## src/rtl/sdgr_pkg.sv

```systemverilog
// Shared types, screen geometry and the 3x5 digit font of the glyph renderer.
package sdgr_pkg;

   // Screen geometry.
   localparam int SCREEN_W = 240;
   localparam int SCREEN_H = 160;

   // Column and row widths just wide enough for on-screen coordinates.
   localparam int X_W = $clog2(SCREEN_W);
   localparam int Y_W = $clog2(SCREEN_H);

   // Width of the full row * width + column product before it is cut to 16 bits.
   localparam int ADDR_FULL_W = $clog2(SCREEN_W * SCREEN_H);

   // Screen bounds at the width of the signed pixel coordinates (11 bits).
   localparam logic [10:0] SCREEN_W_C = 11'(SCREEN_W);
   localparam logic [10:0] SCREEN_H_C = 11'(SCREEN_H);
   localparam logic [ADDR_FULL_W-1:0] SCREEN_W_A = ADDR_FULL_W'(SCREEN_W);

   // Glyph walk: five rows, three columns, four sub-pixels per cell.
   localparam logic [2:0] LAST_ROW = 3'd4;
   localparam logic [1:0] LAST_COL = 2'd2;
   localparam logic [1:0] LAST_SUB = 2'd3;

   // One glyph: five rows of three cells, row 0 first, column 0 in the MSB.
   typedef logic [0:4][2:0] glyph_type;

   // Digit font; codes above nine map to an empty glyph.
   localparam glyph_type GLYPH_FONT [16] = '{
      '{3'b111, 3'b101, 3'b101, 3'b101, 3'b111},
      '{3'b010, 3'b110, 3'b010, 3'b010, 3'b111},
      '{3'b111, 3'b001, 3'b111, 3'b100, 3'b111},
      '{3'b111, 3'b001, 3'b111, 3'b001, 3'b111},
      '{3'b101, 3'b101, 3'b111, 3'b001, 3'b001},
      '{3'b111, 3'b100, 3'b111, 3'b001, 3'b111},
      '{3'b111, 3'b100, 3'b111, 3'b101, 3'b111},
      '{3'b111, 3'b001, 3'b010, 3'b010, 3'b010},
      '{3'b111, 3'b101, 3'b111, 3'b101, 3'b111},
      '{3'b111, 3'b101, 3'b111, 3'b001, 3'b111},
      '{3'b000, 3'b000, 3'b000, 3'b000, 3'b000},
      '{3'b000, 3'b000, 3'b000, 3'b000, 3'b000},
      '{3'b000, 3'b000, 3'b000, 3'b000, 3'b000},
      '{3'b000, 3'b000, 3'b000, 3'b000, 3'b000},
      '{3'b000, 3'b000, 3'b000, 3'b000, 3'b000},
      '{3'b000, 3'b000, 3'b000, 3'b000, 3'b000}
   };

endpackage

```

## src/rtl/sdgr_glyph_rom.sv

```systemverilog
// Glyph font ROM with a registered read port.
module sdgr_glyph_rom (
   input  logic                clock,
   input  logic [3:0]          rd_digit,
   output sdgr_pkg::glyph_type rd_glyph
);
   import sdgr_pkg::*;

   glyph_type rd_glyph_ff;

   // Synchronous read of the whole glyph of the addressed digit.
   always_ff @(posedge clock) begin
      rd_glyph_ff <= GLYPH_FONT[rd_digit];
   end

   assign rd_glyph = rd_glyph_ff;

endmodule

```

## src/rtl/scaled_digit_glyph_renderer.sv

```systemverilog
// Top level of the scaled digit glyph renderer: slot walk, clipping, address and output.
//
// An item (origin, digit, color) is taken when start is high and busy is low. The block
// then walks all 60 sub-pixel slots of the 3x5 glyph (15 cells, each drawn as 2x2), one
// slot per cycle, whatever the digit or clipping; busy drops in the cycle of the final
// slot, so a following item starts with no gap. Each slot that is set and on screen
// becomes one framebuffer write on the rsp_ ports, marked by rsp_strobe for one cycle;
// writes of an item appear in row-major order, and the final one carries rsp_last_write.
// Digit codes above nine and fully clipped glyphs produce no writes. The receiver cannot
// stall: it must take every write in the cycle its strobe is high.
module scaled_digit_glyph_renderer (
   input  logic        clock,
   input  logic        reset,
   input  logic        start,
   output logic        busy,
   input  logic [9:0]  req_origin_x,
   input  logic [9:0]  req_origin_y,
   input  logic [3:0]  req_digit_code,
   input  logic [15:0] req_ink_color,
   output logic        rsp_strobe,
   output logic [15:0] rsp_pixel_address,
   output logic [15:0] rsp_pixel_value,
   output logic        rsp_last_write
);
   import sdgr_pkg::*;

   // Slot walk and item registers.
   logic        active_ff;
   logic [2:0]  row_ff;
   logic [1:0]  col_ff;
   logic [1:0]  sub_ff;
   logic [9:0]  ox_ff;
   logic [9:0]  oy_ff;
   logic [3:0]  digit_ff;
   logic [15:0] color_ff;
   logic        final_slot;
   logic        accept;

   // Stage 1: glyph read back, coordinates computed.
   glyph_type   glyph;
   logic        s1_active_ff;
   logic        s1_end_ff;
   logic [2:0]  s1_row_ff;
   logic [1:0]  s1_col_ff;
   logic [1:0]  s1_sub_ff;
   logic [9:0]  s1_ox_ff;
   logic [9:0]  s1_oy_ff;
   logic [15:0] s1_color_ff;
   logic [10:0] px_s;
   logic [10:0] py_s;
   logic        cell_set;
   logic        on_screen;

   // Stage 2: clipped pixel, address computed.
   logic           s2_active_ff;
   logic           s2_valid_ff;
   logic           s2_end_ff;
   logic [X_W-1:0] s2_px_ff;
   logic [Y_W-1:0] s2_py_ff;
   logic [15:0]    s2_color_ff;
   logic [ADDR_FULL_W-1:0] addr_full;

   // Hold register: keeps one write back until it is known whether it is the last.
   logic        h_valid_ff;
   logic        h_close_ff;
   logic [15:0] h_addr_ff;
   logic [15:0] h_color_ff;
   logic        end_empty;
   logic        emit;
   logic        emit_last;

   // Output registers.
   logic        rsp_strobe_ff;
   logic [15:0] rsp_addr_ff;
   logic [15:0] rsp_value_ff;
   logic        rsp_last_ff;

   // Handshake: the walk is free in its final slot.
   assign final_slot = (row_ff == LAST_ROW) && (col_ff == LAST_COL) && (sub_ff == LAST_SUB);
   assign busy       = active_ff && !final_slot;
   assign accept     = start && !busy;

   // Slot walk: sub-pixel fastest, then column, then row.
   always_ff @(posedge clock) begin
      if (reset) begin
         active_ff <= 1'b0;
         row_ff    <= '0;
         col_ff    <= '0;
         sub_ff    <= '0;
      end else if (accept) begin
         active_ff <= 1'b1;
         row_ff    <= '0;
         col_ff    <= '0;
         sub_ff    <= '0;
      end else if (active_ff) begin
         if (final_slot) begin
            active_ff <= 1'b0;
         end
         sub_ff <= sub_ff + 2'd1;
         if (sub_ff == LAST_SUB) begin
            if (col_ff == LAST_COL) begin
               col_ff <= '0;
               row_ff <= row_ff + 3'd1;
            end else begin
               col_ff <= col_ff + 2'd1;
            end
         end
      end
   end

   // Item payload is captured at acceptance.
   always_ff @(posedge clock) begin
      if (accept) begin
         ox_ff    <= req_origin_x;
         oy_ff    <= req_origin_y;
         digit_ff <= req_digit_code;
         color_ff <= req_ink_color;
      end
   end

   // Font ROM read, addressed by the digit of the item in the walk.
   sdgr_glyph_rom u_glyph_rom (
      .clock    (clock),
      .rd_digit (digit_ff),
      .rd_glyph (glyph)
   );

   // Slot data is registered alongside the ROM read, so it lines up with the glyph.
   always_ff @(posedge clock) begin
      if (reset) begin
         s1_active_ff <= 1'b0;
      end else begin
         s1_active_ff <= active_ff;
      end
      s1_end_ff   <= final_slot;
      s1_row_ff   <= row_ff;
      s1_col_ff   <= col_ff;
      s1_sub_ff   <= sub_ff;
      s1_ox_ff    <= ox_ff;
      s1_oy_ff    <= oy_ff;
      s1_color_ff <= color_ff;
   end

   // Pixel coordinates: origin plus 2*cell plus sub-pixel offset, and the screen clip.
   assign px_s      = {s1_ox_ff[9], s1_ox_ff} + {8'd0, s1_col_ff, s1_sub_ff[0]};
   assign py_s      = {s1_oy_ff[9], s1_oy_ff} + {7'd0, s1_row_ff, s1_sub_ff[1]};
   assign cell_set  = glyph[s1_row_ff][2'd2 - s1_col_ff];
   assign on_screen = !px_s[10] && (px_s < SCREEN_W_C) && !py_s[10] && (py_s < SCREEN_H_C);

   always_ff @(posedge clock) begin
      if (reset) begin
         s2_active_ff <= 1'b0;
         s2_valid_ff  <= 1'b0;
      end else begin
         s2_active_ff <= s1_active_ff;
         s2_valid_ff  <= s1_active_ff && cell_set && on_screen;
      end
      s2_end_ff   <= s1_end_ff;
      s2_px_ff    <= px_s[X_W-1:0];
      s2_py_ff    <= py_s[Y_W-1:0];
      s2_color_ff <= s1_color_ff;
   end

   // Framebuffer index: row times screen width plus column.
   assign addr_full = ADDR_FULL_W'(s2_py_ff) * SCREEN_W_A + ADDR_FULL_W'(s2_px_ff);

   // A held write goes out when a newer write arrives, when it closes its item,
   // or when its item ends without a further write.
   assign end_empty = s2_active_ff && s2_end_ff && !s2_valid_ff;
   assign emit      = h_valid_ff && (s2_valid_ff || h_close_ff || end_empty);
   assign emit_last = h_close_ff || end_empty;

   always_ff @(posedge clock) begin
      if (reset) begin
         h_valid_ff <= 1'b0;
         h_close_ff <= 1'b0;
      end else if (s2_valid_ff) begin
         h_valid_ff <= 1'b1;
         h_close_ff <= s2_end_ff;
      end else if (emit) begin
         h_valid_ff <= 1'b0;
         h_close_ff <= 1'b0;
      end
   end

   always_ff @(posedge clock) begin
      if (s2_valid_ff) begin
         h_addr_ff  <= 16'(addr_full);
         h_color_ff <= s2_color_ff;
      end
   end

   // Output register: one write per cycle at most.
   always_ff @(posedge clock) begin
      if (reset) begin
         rsp_strobe_ff <= 1'b0;
      end else begin
         rsp_strobe_ff <= emit;
      end
      rsp_addr_ff  <= h_addr_ff;
      rsp_value_ff <= h_color_ff;
      rsp_last_ff  <= emit && emit_last;
   end

   assign rsp_strobe        = rsp_strobe_ff;
   assign rsp_pixel_address = rsp_addr_ff;
   assign rsp_pixel_value   = rsp_value_ff;
   assign rsp_last_write    = rsp_last_ff;

   // A write that closes its item leaves in the next cycle as the last one.
   a_close_emits_last: assert property (@(posedge clock) disable iff (reset)
      h_close_ff |=> rsp_strobe && rsp_last_write)
      else $error("closing write not emitted as last");

   // An accepted item restarts the walk at the first slot.
   a_accept_restarts: assert property (@(posedge clock) disable iff (reset)
      accept |=> active_ff && (row_ff == 3'd0) && (col_ff == 2'd0) && (sub_ff == 2'd0))
      else $error("walk not restarted on accept");

   // Only on-screen pixels reach the address stage as valid writes.
   a_clipped: assert property (@(posedge clock) disable iff (reset)
      s2_valid_ff |-> (ADDR_FULL_W'(s2_px_ff) < SCREEN_W_A)
                   && (32'(s2_py_ff) < 32'(SCREEN_H)))
      else $error("off-screen pixel passed the clip");

   // A valid pixel in stage 2 always comes from an active slot.
   a_valid_active: assert property (@(posedge clock) disable iff (reset)
      s2_valid_ff |-> s2_active_ff)
      else $error("valid pixel without an active slot");

endmodule

```

## config.mk

```make
export PLATFORM = sky130hd
export DESIGN_NAME = scaled_digit_glyph_renderer
export DESIGN_NICKNAME = d
export VERILOG_FILES = /design/src/rtl/sdgr_pkg.sv /design/src/rtl/sdgr_glyph_rom.sv /design/src/rtl/scaled_digit_glyph_renderer.sv
export SDC_FILE = /design/constraint.sdc
export NUM_CORES = 1
export LEC_CHECK = 0
export ABC_AREA = 1
export BUFFER_PORTS_ARGS = -buffer_cell sky130_fd_sc_hd__buf_2
export CORE_MARGIN = 5
export CORE_UTILIZATION = 35
export DETAILED_ROUTE_END_ITERATION = 10
export PLACE_DENSITY_LB_ADDON = 0.12
export SLEW_MARGIN = 5
export SYNTH_ARGS = -nofsm -noshare
export SYNTH_HDL_FRONTEND = slang
export SYNTH_SLANG_ARGS = --single-unit
```

## constraint.sdc

```tcl
create_clock -name clock -period 4 [get_ports clock]
set_clock_uncertainty 0.2 [all_clocks]
set_input_delay 0.4 -clock clock [delete_from_list [all_inputs] [get_ports clock]]
set_output_delay 0.4 -clock clock [all_outputs]
set_load 0.05 [all_outputs]
```

==> flow_metrics.py, run 1 <==
metrics = {
    "outcome": {
        "outcome": "completed",
    },
    "routing": {
        "routed_wl_mm": 11.6,
        "num_vias": 4457,
        "post_drt_wl_per_cell_um": 10.7,
        "drtAntennaViolNets": 0,
        "dr.first_iter.drc_count": 104,
        "viasPerCell": 4.09,
        "firstDrtPassIters": 4,
        "drc": 0,
    },
    "logic_synthesis": {
        "synth_ff_type": "dfxtp_1",
        "async_reset_ff_share_pct": 0,
        "synth_top_cells_by_count": "nand2_1 (145), dfxtp_1 (136), inv_1 (96), edfxtp_1 (72), nor2_1 (43)",
        "synth_top_area_share_pct": 36.8,
        "ys.warnings.count": 0,
        "synth_edf_count": 72,
        "synth_cells": 654,
        "synth_most_common_cell": "nand2_1",
        "yosys-top-cells-area": "dfxtp_1 (37%), edfxtp_1 (29%), nand2_1 (7.4%)",
        "synth_seq_area_share_pct": 66.1,
        "synth-seq-cells": 208,
        "synthesis.area_sq_um": 7390,
        "synth_largest_area_cell": "dfxtp_1",
        "yosys.cell_types.count": 27,
        "syn_nets": 749,
        "syn_avg_cell_area_sq_um": 11.3,
    },
    "die": {
        "die_y_um": 155,
        "coreArea_sq_um": 20900,
        "fp.dieArea_sq_um": 24100,
        "initial_core_util_pct": 35.4,
        "die-width_um": 155,
        "rows": 53,
        "io_pins": 78,
    },
    "timing": {
        "fin_crit_ns": 3.48,
        "setup-tns-final_ns": 0,
        "setup_viol": 0,
        "min_period_over_period_pct": 86.9,
        "max_freq_mhz": 288,
        "hold_slack_ns": 0.122,
        "finalHoldViolCount": 0,
        "rsz0062_at_grt": "no",
        "timing_worst_slew_pin_value_ns": 0.626,
        "slew_headroom_pct": 58.2,
        "setup_ws_ns": 0.523,
        "maxSlewViolCount": 0,
    },
    "pwr": {
        "ir_worst_vdd_v": 0.000367,
        "powerDensity_nw_per_um2": 543,
        "total_power_uw": 5080,
        "leakage_uw": 0.00419,
    },
    "global_routing": {
        "grt_pass1_vias": 4509,
        "grt_max_degree": 35,
        "grt_usage_pct": 9.99,
        "grt_pass1_wl_mm": 20.3,
        "grt-ovfl-total": 0,
        "antenna_found_initial": 0,
    },
    "worst_setup_path": {
        "cp_max_fo": 4,
        "r2r_cells": 16,
        "rr_endpoint": "h_addr_ff[14]$_DFFE_PP_",
        "worstPathRequired_ns": 4.06,
        "r2r-start": "s2_py_ff[0]$_DFF_P_",
        "cp-end-kind": "flip-flop",
        "crit_type": "flip-flop to flip-flop",
        "reg2reg_slack_ns": 0.52,
        "cp-start-kind": "flip-flop",
        "critPathArrivalTime_ns": 3.54,
    },
    "placement": {
        "dp_slack_ns": 0.512,
        "port_buffers": 77,
        "hpwlAfterDp_mm": 8.38,
        "gp_congestion": 0.773,
    },
    "min_path": {
        "hold_end": "s2_color_ff[1]$_DFF_P_",
        "hp-start": "s1_color_ff[1]$_DFF_P_",
        "hold_class": "flip-flop to flip-flop",
        "holdPathStages": 0,
    },
    "clocking": {
        "insertion_delay_ns": 0.50,
        "root_buffer": "clkbuf_16",
        "clkTransAtPathRegs_ns": 0.06,
        "cts_num_sinks": 208,
        "cts_resized": 0,
        "cts.path.max_buffers": 3,
        "cts_tree": "done",
        "cts_inserted_buffers": 22,
        "h-tree-depth": 1,
    },
    "run": {
        "drv_cap": 0,
    },
    "final_layout": {
        "area_delta_synth_final_pct": 26.6,
        "num-nets-final": 893,
        "diodes": 0,
        "utilization_pct": 44.8,
        "drive_above_1_share_pct": 15.7,
    },
}
==> cells in the final DEF, fill, tap and decap left out, types with 13 or more instances in the layout <==
cell           count
a21oi_1           22
buf_2             77
clkbuf_16         23
dfxtp_1          136
dlygate4sd3_1     43
edfxtp_1          72
fa_1              16
ha_1              36
inv_1             96
nand2_1          145
nand3_1           32
nor2_1            42
xor2_1            13
==> power by group <==
group          internal [uW]  switching [uW]
registers               2290            31.4
clock network           1330             809
logic                    251             365
==> per-stage QoR <==
stage	cells	area, sq um
finish	1089	9350
global route	1089	9350
CTS	1089	9350
detailed placement	1006	8130
global placement	1006	8130
floorplan	654	7390
==> how the worst max path moves through the flow <==
stage / start / to / slack (ns) / depth (start not counted)
2_1_floorplan: s2_py_ff[0]$_DFF_P_ / h_addr_ff[14]$_DFFE_PP_ / 0.66 / 16
3_3_place_gp: s2_py_ff[0]$_DFF_P_ / h_addr_ff[14]$_DFFE_PP_ / 0.55 / 16
3_5_place_dp: s2_py_ff[0]$_DFF_P_ / h_addr_ff[14]$_DFFE_PP_ / 0.51 / 16
4_1_cts: s2_py_ff[0]$_DFF_P_ / h_addr_ff[14]$_DFFE_PP_ / 0.50 / 16
5_1_grt: s2_py_ff[0]$_DFF_P_ / h_addr_ff[14]$_DFFE_PP_ / 0.33 / 15
6_report: s2_py_ff[0]$_DFF_P_ / h_addr_ff[14]$_DFFE_PP_ / 0.52 / 16
==> final cells by class <==
cell class,instances,area [sq um]
Tap cell,275,344
Fill cell,1929,11500
Sequential cell,208,4880
Multi-Input combinational cell,345,2130
Clock buffer,26,597
Timing Repair Buffer,122,831
Clock inverter,14,194
Inverter,99,372
==> sequential cells by signal, summed over array words and instances, names as in the netlist, 10 cells and up <==
| name | cells |
|---|---|
| ox_ff | 10 |
| rsp_pixel_value | 16 |
| h_addr_ff | 16 |
| s1_oy_ff | 10 |
| h_color_ff | 16 |
| rsp_pixel_address | 16 |
| s1_color_ff | 16 |
| s1_ox_ff | 10 |
| u_glyph_rom.rd_glyph | 12 |
| s2_color_ff | 16 |
| color_ff | 16 |
| oy_ff | 10 |
==> worst max-delay path, stage by stage, from the launching register on <==
cell,delay [ns]
dfxtp_1,0.34
fa_1,0.52
fa_1,0.52
inv_1,0.06
fa_1,0.47
inv_1,0.04
ha_1,0.32
nand2_1,0.09
nand2_1,0.05
a31oi_1,0.24
nor2_2,0.10
nand2_2,0.09
nor2_4,0.04
nand2_1,0.05
nand2_1,0.04
nand2_1,0.05
inv_1,0.03
==> metal layers <==
metal	part of all wire, %	vias to the layer above	wire (um)	global-route usage (%)
li1	-	2363	-	-
met1	45	1995	5160	12.3
met2	47	73	5480	17.1
met3	5.4	26	626	2.31
met4	2.8	0	325	3.63
met5	0	-	0	0
==> cells by family (layout without fill, tap and decap cells) <==
group	Yosys count	count (layout)	share of synthesized area (%)
adders and majority gates	52	52	10.4
buffers and inverters	101	261	5.15
and+or+nand+nor	243	243	13.9
xor gates and xnor gates	18	18	2.13
AOI/OAI and AO/OA	32	32	2.34
DFF	208	208	66.1
==> timing repair <==
action                    CTS  global route
setup buffers               0             0
hold endpoints to repair   44             0
hold buffers               43             0
Power figures use the tool's default switching activity.
==> run 2: changes to the inputs <==
--- a/config.mk
+++ b/config.mk
@@ -7,10 +7,11 @@
 export LEC_CHECK = 0
 export ABC_AREA = 1
 export BUFFER_PORTS_ARGS = -buffer_cell sky130_fd_sc_hd__buf_2
-export CORE_MARGIN = 5
+export CORE_MARGIN = 2
 export CORE_UTILIZATION = 35
 export DETAILED_ROUTE_END_ITERATION = 10
 export PLACE_DENSITY_LB_ADDON = 0.12
+export SETUP_SLACK_MARGIN = 0.1
 export SLEW_MARGIN = 5
 export SYNTH_ARGS = -nofsm -noshare
 export SYNTH_HDL_FRONTEND = slang
==> flow_metrics.py, run 2 (synthesized netlist as in run 1, its figures left out) <==
metrics = {
    "routing": {
        "top_layer": "met4",
        "routed_wl_mm": 11.8,
        "dr.first_iter.drc_count": 117,
        "drtAntennaViolNets": 0,
        "route.met3.wl_um": 587,
        "drc": 0,
        "firstDrtPassIters": 4,
        "wl_met2_mm": 5.61,
        "post_drt_wl_per_cell_um": 10.8,
        "viasPerCell": 4.18,
        "drt-met1-wl_mm": 5.25,
        "num_vias": 4552,
    },
    "final_layout": {
        "drive_above_1_share_pct": 14.8,
        "num-nets-final": 892,
        "register_area_sq_um": 4880,
        "multi_input_area_sq_um": 2130,
        "layout_common_cells": "nand2_1 (145), dfxtp_1 (136), inv_1 (96)",
        "diodes": 0,
        "final_common_cell": "nand2_1",
        "area_delta_synth_final_pct": 24.8,
        "fillers": 1961,
    },
    "worst_setup_path": {
        "cp-start-kind": "flip-flop",
        "r2r_cells": 16,
        "max_stage_delay_ns": 0.52,
        "crit_type": "flip-flop to flip-flop",
        "slowest_stage": "fa_1",
        "cp-end-kind": "flip-flop",
        "cp_max_fo": 4,
        "worstPathCellList": "fa_1 > fa_1 > inv_1 > fa_1 > inv_1 > ha_1 > nand2_1 > nand2_1 > a31oi_1 > nor2_2 > nand2_2 > nor2_4 > nand2_1 > nand2_1 > nand2_1 > inv_1",
        "worstPathRequired_ns": 4.06,
        "critPathArrivalTime_ns": 3.55,
        "cpMostUsedCell": "nand2_1",
    },
    "timing": {
        "finalHoldViolCount": 0,
        "max_freq_mhz": 286,
        "maxSlewViolCount": 0,
        "timing_worst_slew_pin_value_ns": 0.732,
        "slew_headroom_pct": 51.1,
        "setup_ws_ns": 0.503,
        "setup_viol": 0,
        "setup-tns-final_ns": 0,
        "rsz0062_at_grt": "no",
        "min_period_over_period_pct": 87.4,
        "fin_crit_ns": 3.50,
    },
    "clocking": {
        "cts.path.max_buffers": 3,
        "cts_inserted_buffers": 22,
        "insertion_delay_ns": 0.50,
        "root_buffer": "clkbuf_16",
        "cts_tree": "done",
        "cts_hold_buf": 42,
        "h-tree-depth": 1,
        "cts_num_sinks": 208,
        "post_cts_buffers": 0,
        "clkTransAtPathRegs_ns": 0.06,
        "cts_resized": 0,
    },
    "die": {
        "die_y_um": 149,
        "rows": 53,
        "initial_core_util_pct": 35.4,
        "io_pins": 78,
        "coreArea_sq_um": 20900,
        "fp.dieArea_sq_um": 22300,
        "die-width_um": 149,
    },
    "global_routing": {
        "grt_pass1_vias": 4480,
        "grt_max_degree": 35,
        "grt_usage_pct": 10.8,
        "antenna_found_initial": 0,
        "grt-ovfl-total": 0,
        "grt_pass1_wl_mm": 19.8,
    },
    "run": {
        "drv_cap": 0,
    },
    "pwr": {
        "leakage_uw": 0.00414,
        "powerDensity_nw_per_um2": 522,
        "ir_worst_vdd_v": 0.000248,
    },
    "min_path": {
        "holdPathStages": 0,
        "hold_class": "flip-flop to flip-flop",
    },
    "placement": {
        "port_buffers": 77,
        "dp_slack_ns": 0.493,
        "hpwlAfterDp_mm": 8.33,
        "gp_congestion": 0.821,
    },
    "outcome": {
        "outcome": "completed",
    },
}
[run 2: changes by cell type in the layout (fill, tap and decap cells not counted), sizes merged]
cell,change
clkbuf,+8
clkinvlp,-4
bufinv,-3
dlygate4sd3,-1
inv,-1
[run 2: layout make-up]
class | instances | area share, %
clock inverter | 6 | 0.692
timing repair buffer | 121 | 8.90
inverter | 99 | 4.03
tap | 275 | 3.73
multi-input combinational | 345 | 23.1
sequential | 208 | 53.0
clock buffer | 34 | 6.57
[run 2: final timing paths]
kind / startpoint / endpoint / slack [ns]
worst max-delay path: s2_py_ff[0]$_DFF_P_ / h_addr_ff[14]$_DFFE_PP_ / 0.50
worst max register to register: s2_py_ff[0]$_DFF_P_ / h_addr_ff[14]$_DFFE_PP_ / 0.50
worst min register to register: s1_color_ff[3]$_DFF_P_ / s2_color_ff[3]$_DFF_P_ / 0.13
worst min-delay path: s1_color_ff[3]$_DFF_P_ / s2_color_ff[3]$_DFF_P_ / 0.13
[run 2: metrics by stage]
stage	total power, uW	hold WS [ns]	instance area (sq um)	utilization [%]	std cells
4_1_cts	4900	0.126	9220	44.2	1088
2_1_floorplan	2830	0.110	7390	-	654
3_3_place_gp	2960	0.110	8130	38.9	1006
3_5_place_dp	2970	0.112	8130	38.9	1006
6_report	4810	0.125	9220	44.2	1088
5_1_grt	5080	0.127	9220	44.2	1088
[run 2: critical path: cells and delay by family (launching register included)]
| kind | cells | cell delay [ns] |
|---|---|---|
| AND/OR/NAND/NOR | 8 | 0.50 |
| flip-flops | 1 | 0.34 |
| adder cells (fa/ha/maj) | 4 | 1.83 |
| buffers and inverters | 3 | 0.14 |
| AO/OA/AOI/OAI | 1 | 0.25 |
[run 2: per-layer routing]
layer  global-route usage, %  up-vias
met5                       0        -
met1                    13.1     2083
met3                    2.72       23
met4                    4.10        0
met2                    18.5       83
li1                        -     2363
[run 2: power by group]
group | internal (uW) | switching (uW) | leakage (uW)
clock network | 1110 | 764 | 0.000323
registers | 2290 | 31.3 | 0.00181
logic | 251 | 366 | 0.00200
total | 3650 | 1160 | 0.00414
==> run 3: changes to the inputs <==
--- a/config.mk
+++ b/config.mk
@@ -11,6 +11,7 @@
 export CORE_UTILIZATION = 35
 export DETAILED_ROUTE_END_ITERATION = 10
 export PLACE_DENSITY_LB_ADDON = 0.12
+export REMOVE_ABC_BUFFERS = 1
 export SETUP_SLACK_MARGIN = 0.1
 export SLEW_MARGIN = 5
 export SYNTH_ARGS = -nofsm -noshare
==> flow_metrics.py, run 3 (synthesized netlist as in run 1, its figures left out) <==
metrics = {
    "routing": {
        "viasPerCell": 4.16,
        "num_vias": 4532,
        "drc": 0,
        "drtAntennaViolNets": 0,
        "firstDrtPassIters": 4,
        "post_drt_wl_per_cell_um": 10.7,
        "routed_wl_mm": 11.7,
        "dr.first_iter.drc_count": 137,
    },
    "global_routing": {
        "grt_usage_pct": 10.8,
        "grt_pass1_wl_mm": 19.8,
        "grt_max_degree": 35,
        "grt-ovfl-total": 0,
        "grt_pass1_vias": 4479,
        "antenna_found_initial": 0,
    },
    "pwr": {
        "pwr-share-seq_pct": 47.1,
        "powerDensity_nw_per_um2": 532,
        "power_frac_clock_pct": 40.4,
        "p_int_uw": 3740,
        "p_sw_uw": 1190,
        "ir_worst_vdd_v": 0.000270,
        "pwr-share-comb_pct": 12.5,
        "leakage_uw": 0.00417,
        "swShare_pct": 24.2,
    },
    "clocking": {
        "clkTransAtPathRegs_ns": 0.06,
        "cts_resized": 0,
        "insertion_delay_ns": 0.51,
        "cts_num_sinks": 208,
        "h-tree-depth": 1,
        "post_cts_buffers": 0,
        "cts.path.max_buffers": 3,
        "cts_hold_buf": 42,
        "root_buffer": "clkbuf_16",
        "cts_tree": "done",
        "cts_inserted_buffers": 23,
    },
    "die": {
        "initial_core_util_pct": 35.4,
        "coreArea_sq_um": 20900,
        "fp.dieArea_sq_um": 22300,
        "die_y_um": 149,
        "rows": 53,
        "die-width_um": 149,
        "io_pins": 78,
    },
    "final_layout": {
        "diodes": 0,
        "num-nets-final": 893,
        "multi_input_area_sq_um": 2130,
        "stdcell_area_sq_um": 9290,
        "drive_above_1_share_pct": 15.5,
        "layout_common_cells": "nand2_1 (145), dfxtp_1 (136), inv_1 (96)",
        "fillers": 1987,
        "register_area_sq_um": 4880,
        "final_common_cell": "nand2_1",
        "area_delta_synth_final_pct": 25.7,
    },
    "worst_setup_path": {
        "endpoint": "h_addr_ff[14]$_DFFE_PP_",
        "crit_type": "flip-flop to flip-flop",
        "rr_endpoint": "h_addr_ff[14]$_DFFE_PP_",
        "cp_max_fo": 4,
        "r2r_cells": 16,
        "worstPathRequired_ns": 4.06,
        "cp-end-kind": "flip-flop",
        "critPathArrivalTime_ns": 3.55,
        "cp-start-kind": "flip-flop",
        "reg2reg_slack_ns": 0.51,
        "crit_start": "s2_py_ff[0]$_DFF_P_",
        "r2r-start": "s2_py_ff[0]$_DFF_P_",
    },
    "timing": {
        "slew_headroom_pct": 50.6,
        "fin_crit_ns": 3.49,
        "finalHoldViolCount": 0,
        "setup_viol": 0,
        "setup_ws_ns": 0.513,
        "hold_slack_ns": 0.125,
        "min_period_over_period_pct": 87.2,
        "maxSlewViolCount": 0,
        "setup-tns-final_ns": 0,
        "timing_worst_slew_pin_value_ns": 0.739,
        "max_freq_mhz": 287,
        "rsz0062_at_grt": "no",
    },
    "outcome": {
        "outcome": "completed",
    },
    "run": {
        "drv_cap": 0,
    },
    "placement": {
        "placed_cell_area_sq_um": 8130,
        "gp_congestion": 0.796,
        "hpwlAfterDp_mm": 8.48,
        "port_buffers": 77,
        "dp_slack_ns": 0.492,
    },
    "min_path": {
        "hold_class": "flip-flop to flip-flop",
    },
}
## run 3: changes by cell type in the layout (fill, tap and decap cells not counted)
| cell | before | now |
|---|---|---|
| clkbuf_1 | 11 | 8 |
| clkbuf_16 | 22 | 23 |
| clkbuf_8 | 1 | 3 |
| clkinv_1 | 2 | 1 |
| clkinv_2 | 2 | 3 |
| clkinv_8 | 1 | 0 |
| inv_16 | 0 | 1 |
| inv_6 | 0 | 1 |
| inv_8 | 0 | 1 |
## run 3: layout make-up
cell class,count,area share (%)
Sequential cell,208,52.6
Multi-Input combinational cell,345,23.0
Timing Repair Buffer,121,8.84
Clock buffer,34,6.96
Inverter,99,4.00
Tap cell,275,3.70
Clock inverter,8,0.956
## run 3: how the worst min path moves through the flow
stage	from	endpoint	slack, ns	cells past startpoint
after floorplan	s1_color_ff[0]$_DFF_P_	s2_color_ff[0]$_DFF_P_	0.11	0
after detailed placement	s1_color_ff[0]$_DFF_P_	s2_color_ff[0]$_DFF_P_	0.11	0
after global routing	s1_color_ff[14]$_DFF_P_	s2_color_ff[14]$_DFF_P_	0.13	0
final	s1_color_ff[1]$_DFF_P_	s2_color_ff[1]$_DFF_P_	0.12	0
after global placement	s1_color_ff[11]$_DFF_P_	s2_color_ff[11]$_DFF_P_	0.11	0
after CTS	s1_color_ff[1]$_DFF_P_	s2_color_ff[1]$_DFF_P_	0.13	0
## run 3: per-layer routing
layer | global-route usage, % | share of wire [%] | vias to the layer above
met5 | 0 | 0 | -
met3 | 2.72 | 4.9 | 24
met2 | 19.0 | 49 | 75
met4 | 3.67 | 2.1 | 0
li1 | - | - | 2367
met1 | 13.0 | 44 | 2066
## run 3: per-stage QoR
step                instances  utilization, %  power [uW]
global placement         1006            38.9        2960
finish                   1090            44.5        4940
floorplan                 652               -        2830
detailed placement       1006            38.9        2970
CTS                      1090            44.5        5030
global route             1090            44.5        5210
## run 3: critical path, stage by stage, from the launching register on
cell and delay, ns:
dfxtp_1 0.34, fa_1 0.52, fa_1 0.52, inv_1 0.06, fa_1 0.47, inv_1 0.04
ha_1 0.31, nand2_1 0.07, nand2_1 0.04, a31oi_1 0.26, nor2_2 0.10, nand2_2 0.09
nor2_4 0.04, nand2_1 0.05, nand2_1 0.05, nand2_1 0.05, inv_1 0.04
## run 3: power groups by stage
stage / combinational [uW] / clock [uW] / sequential (uW)
2_1_floorplan: 472 / 0 / 2360
3_3_place_gp: 589 / 0 / 2370
3_5_place_dp: 595 / 0 / 2370
4_1_cts: 629 / 2070 / 2330
5_1_grt: 730 / 2150 / 2330
6_report: 617 / 2000 / 2320
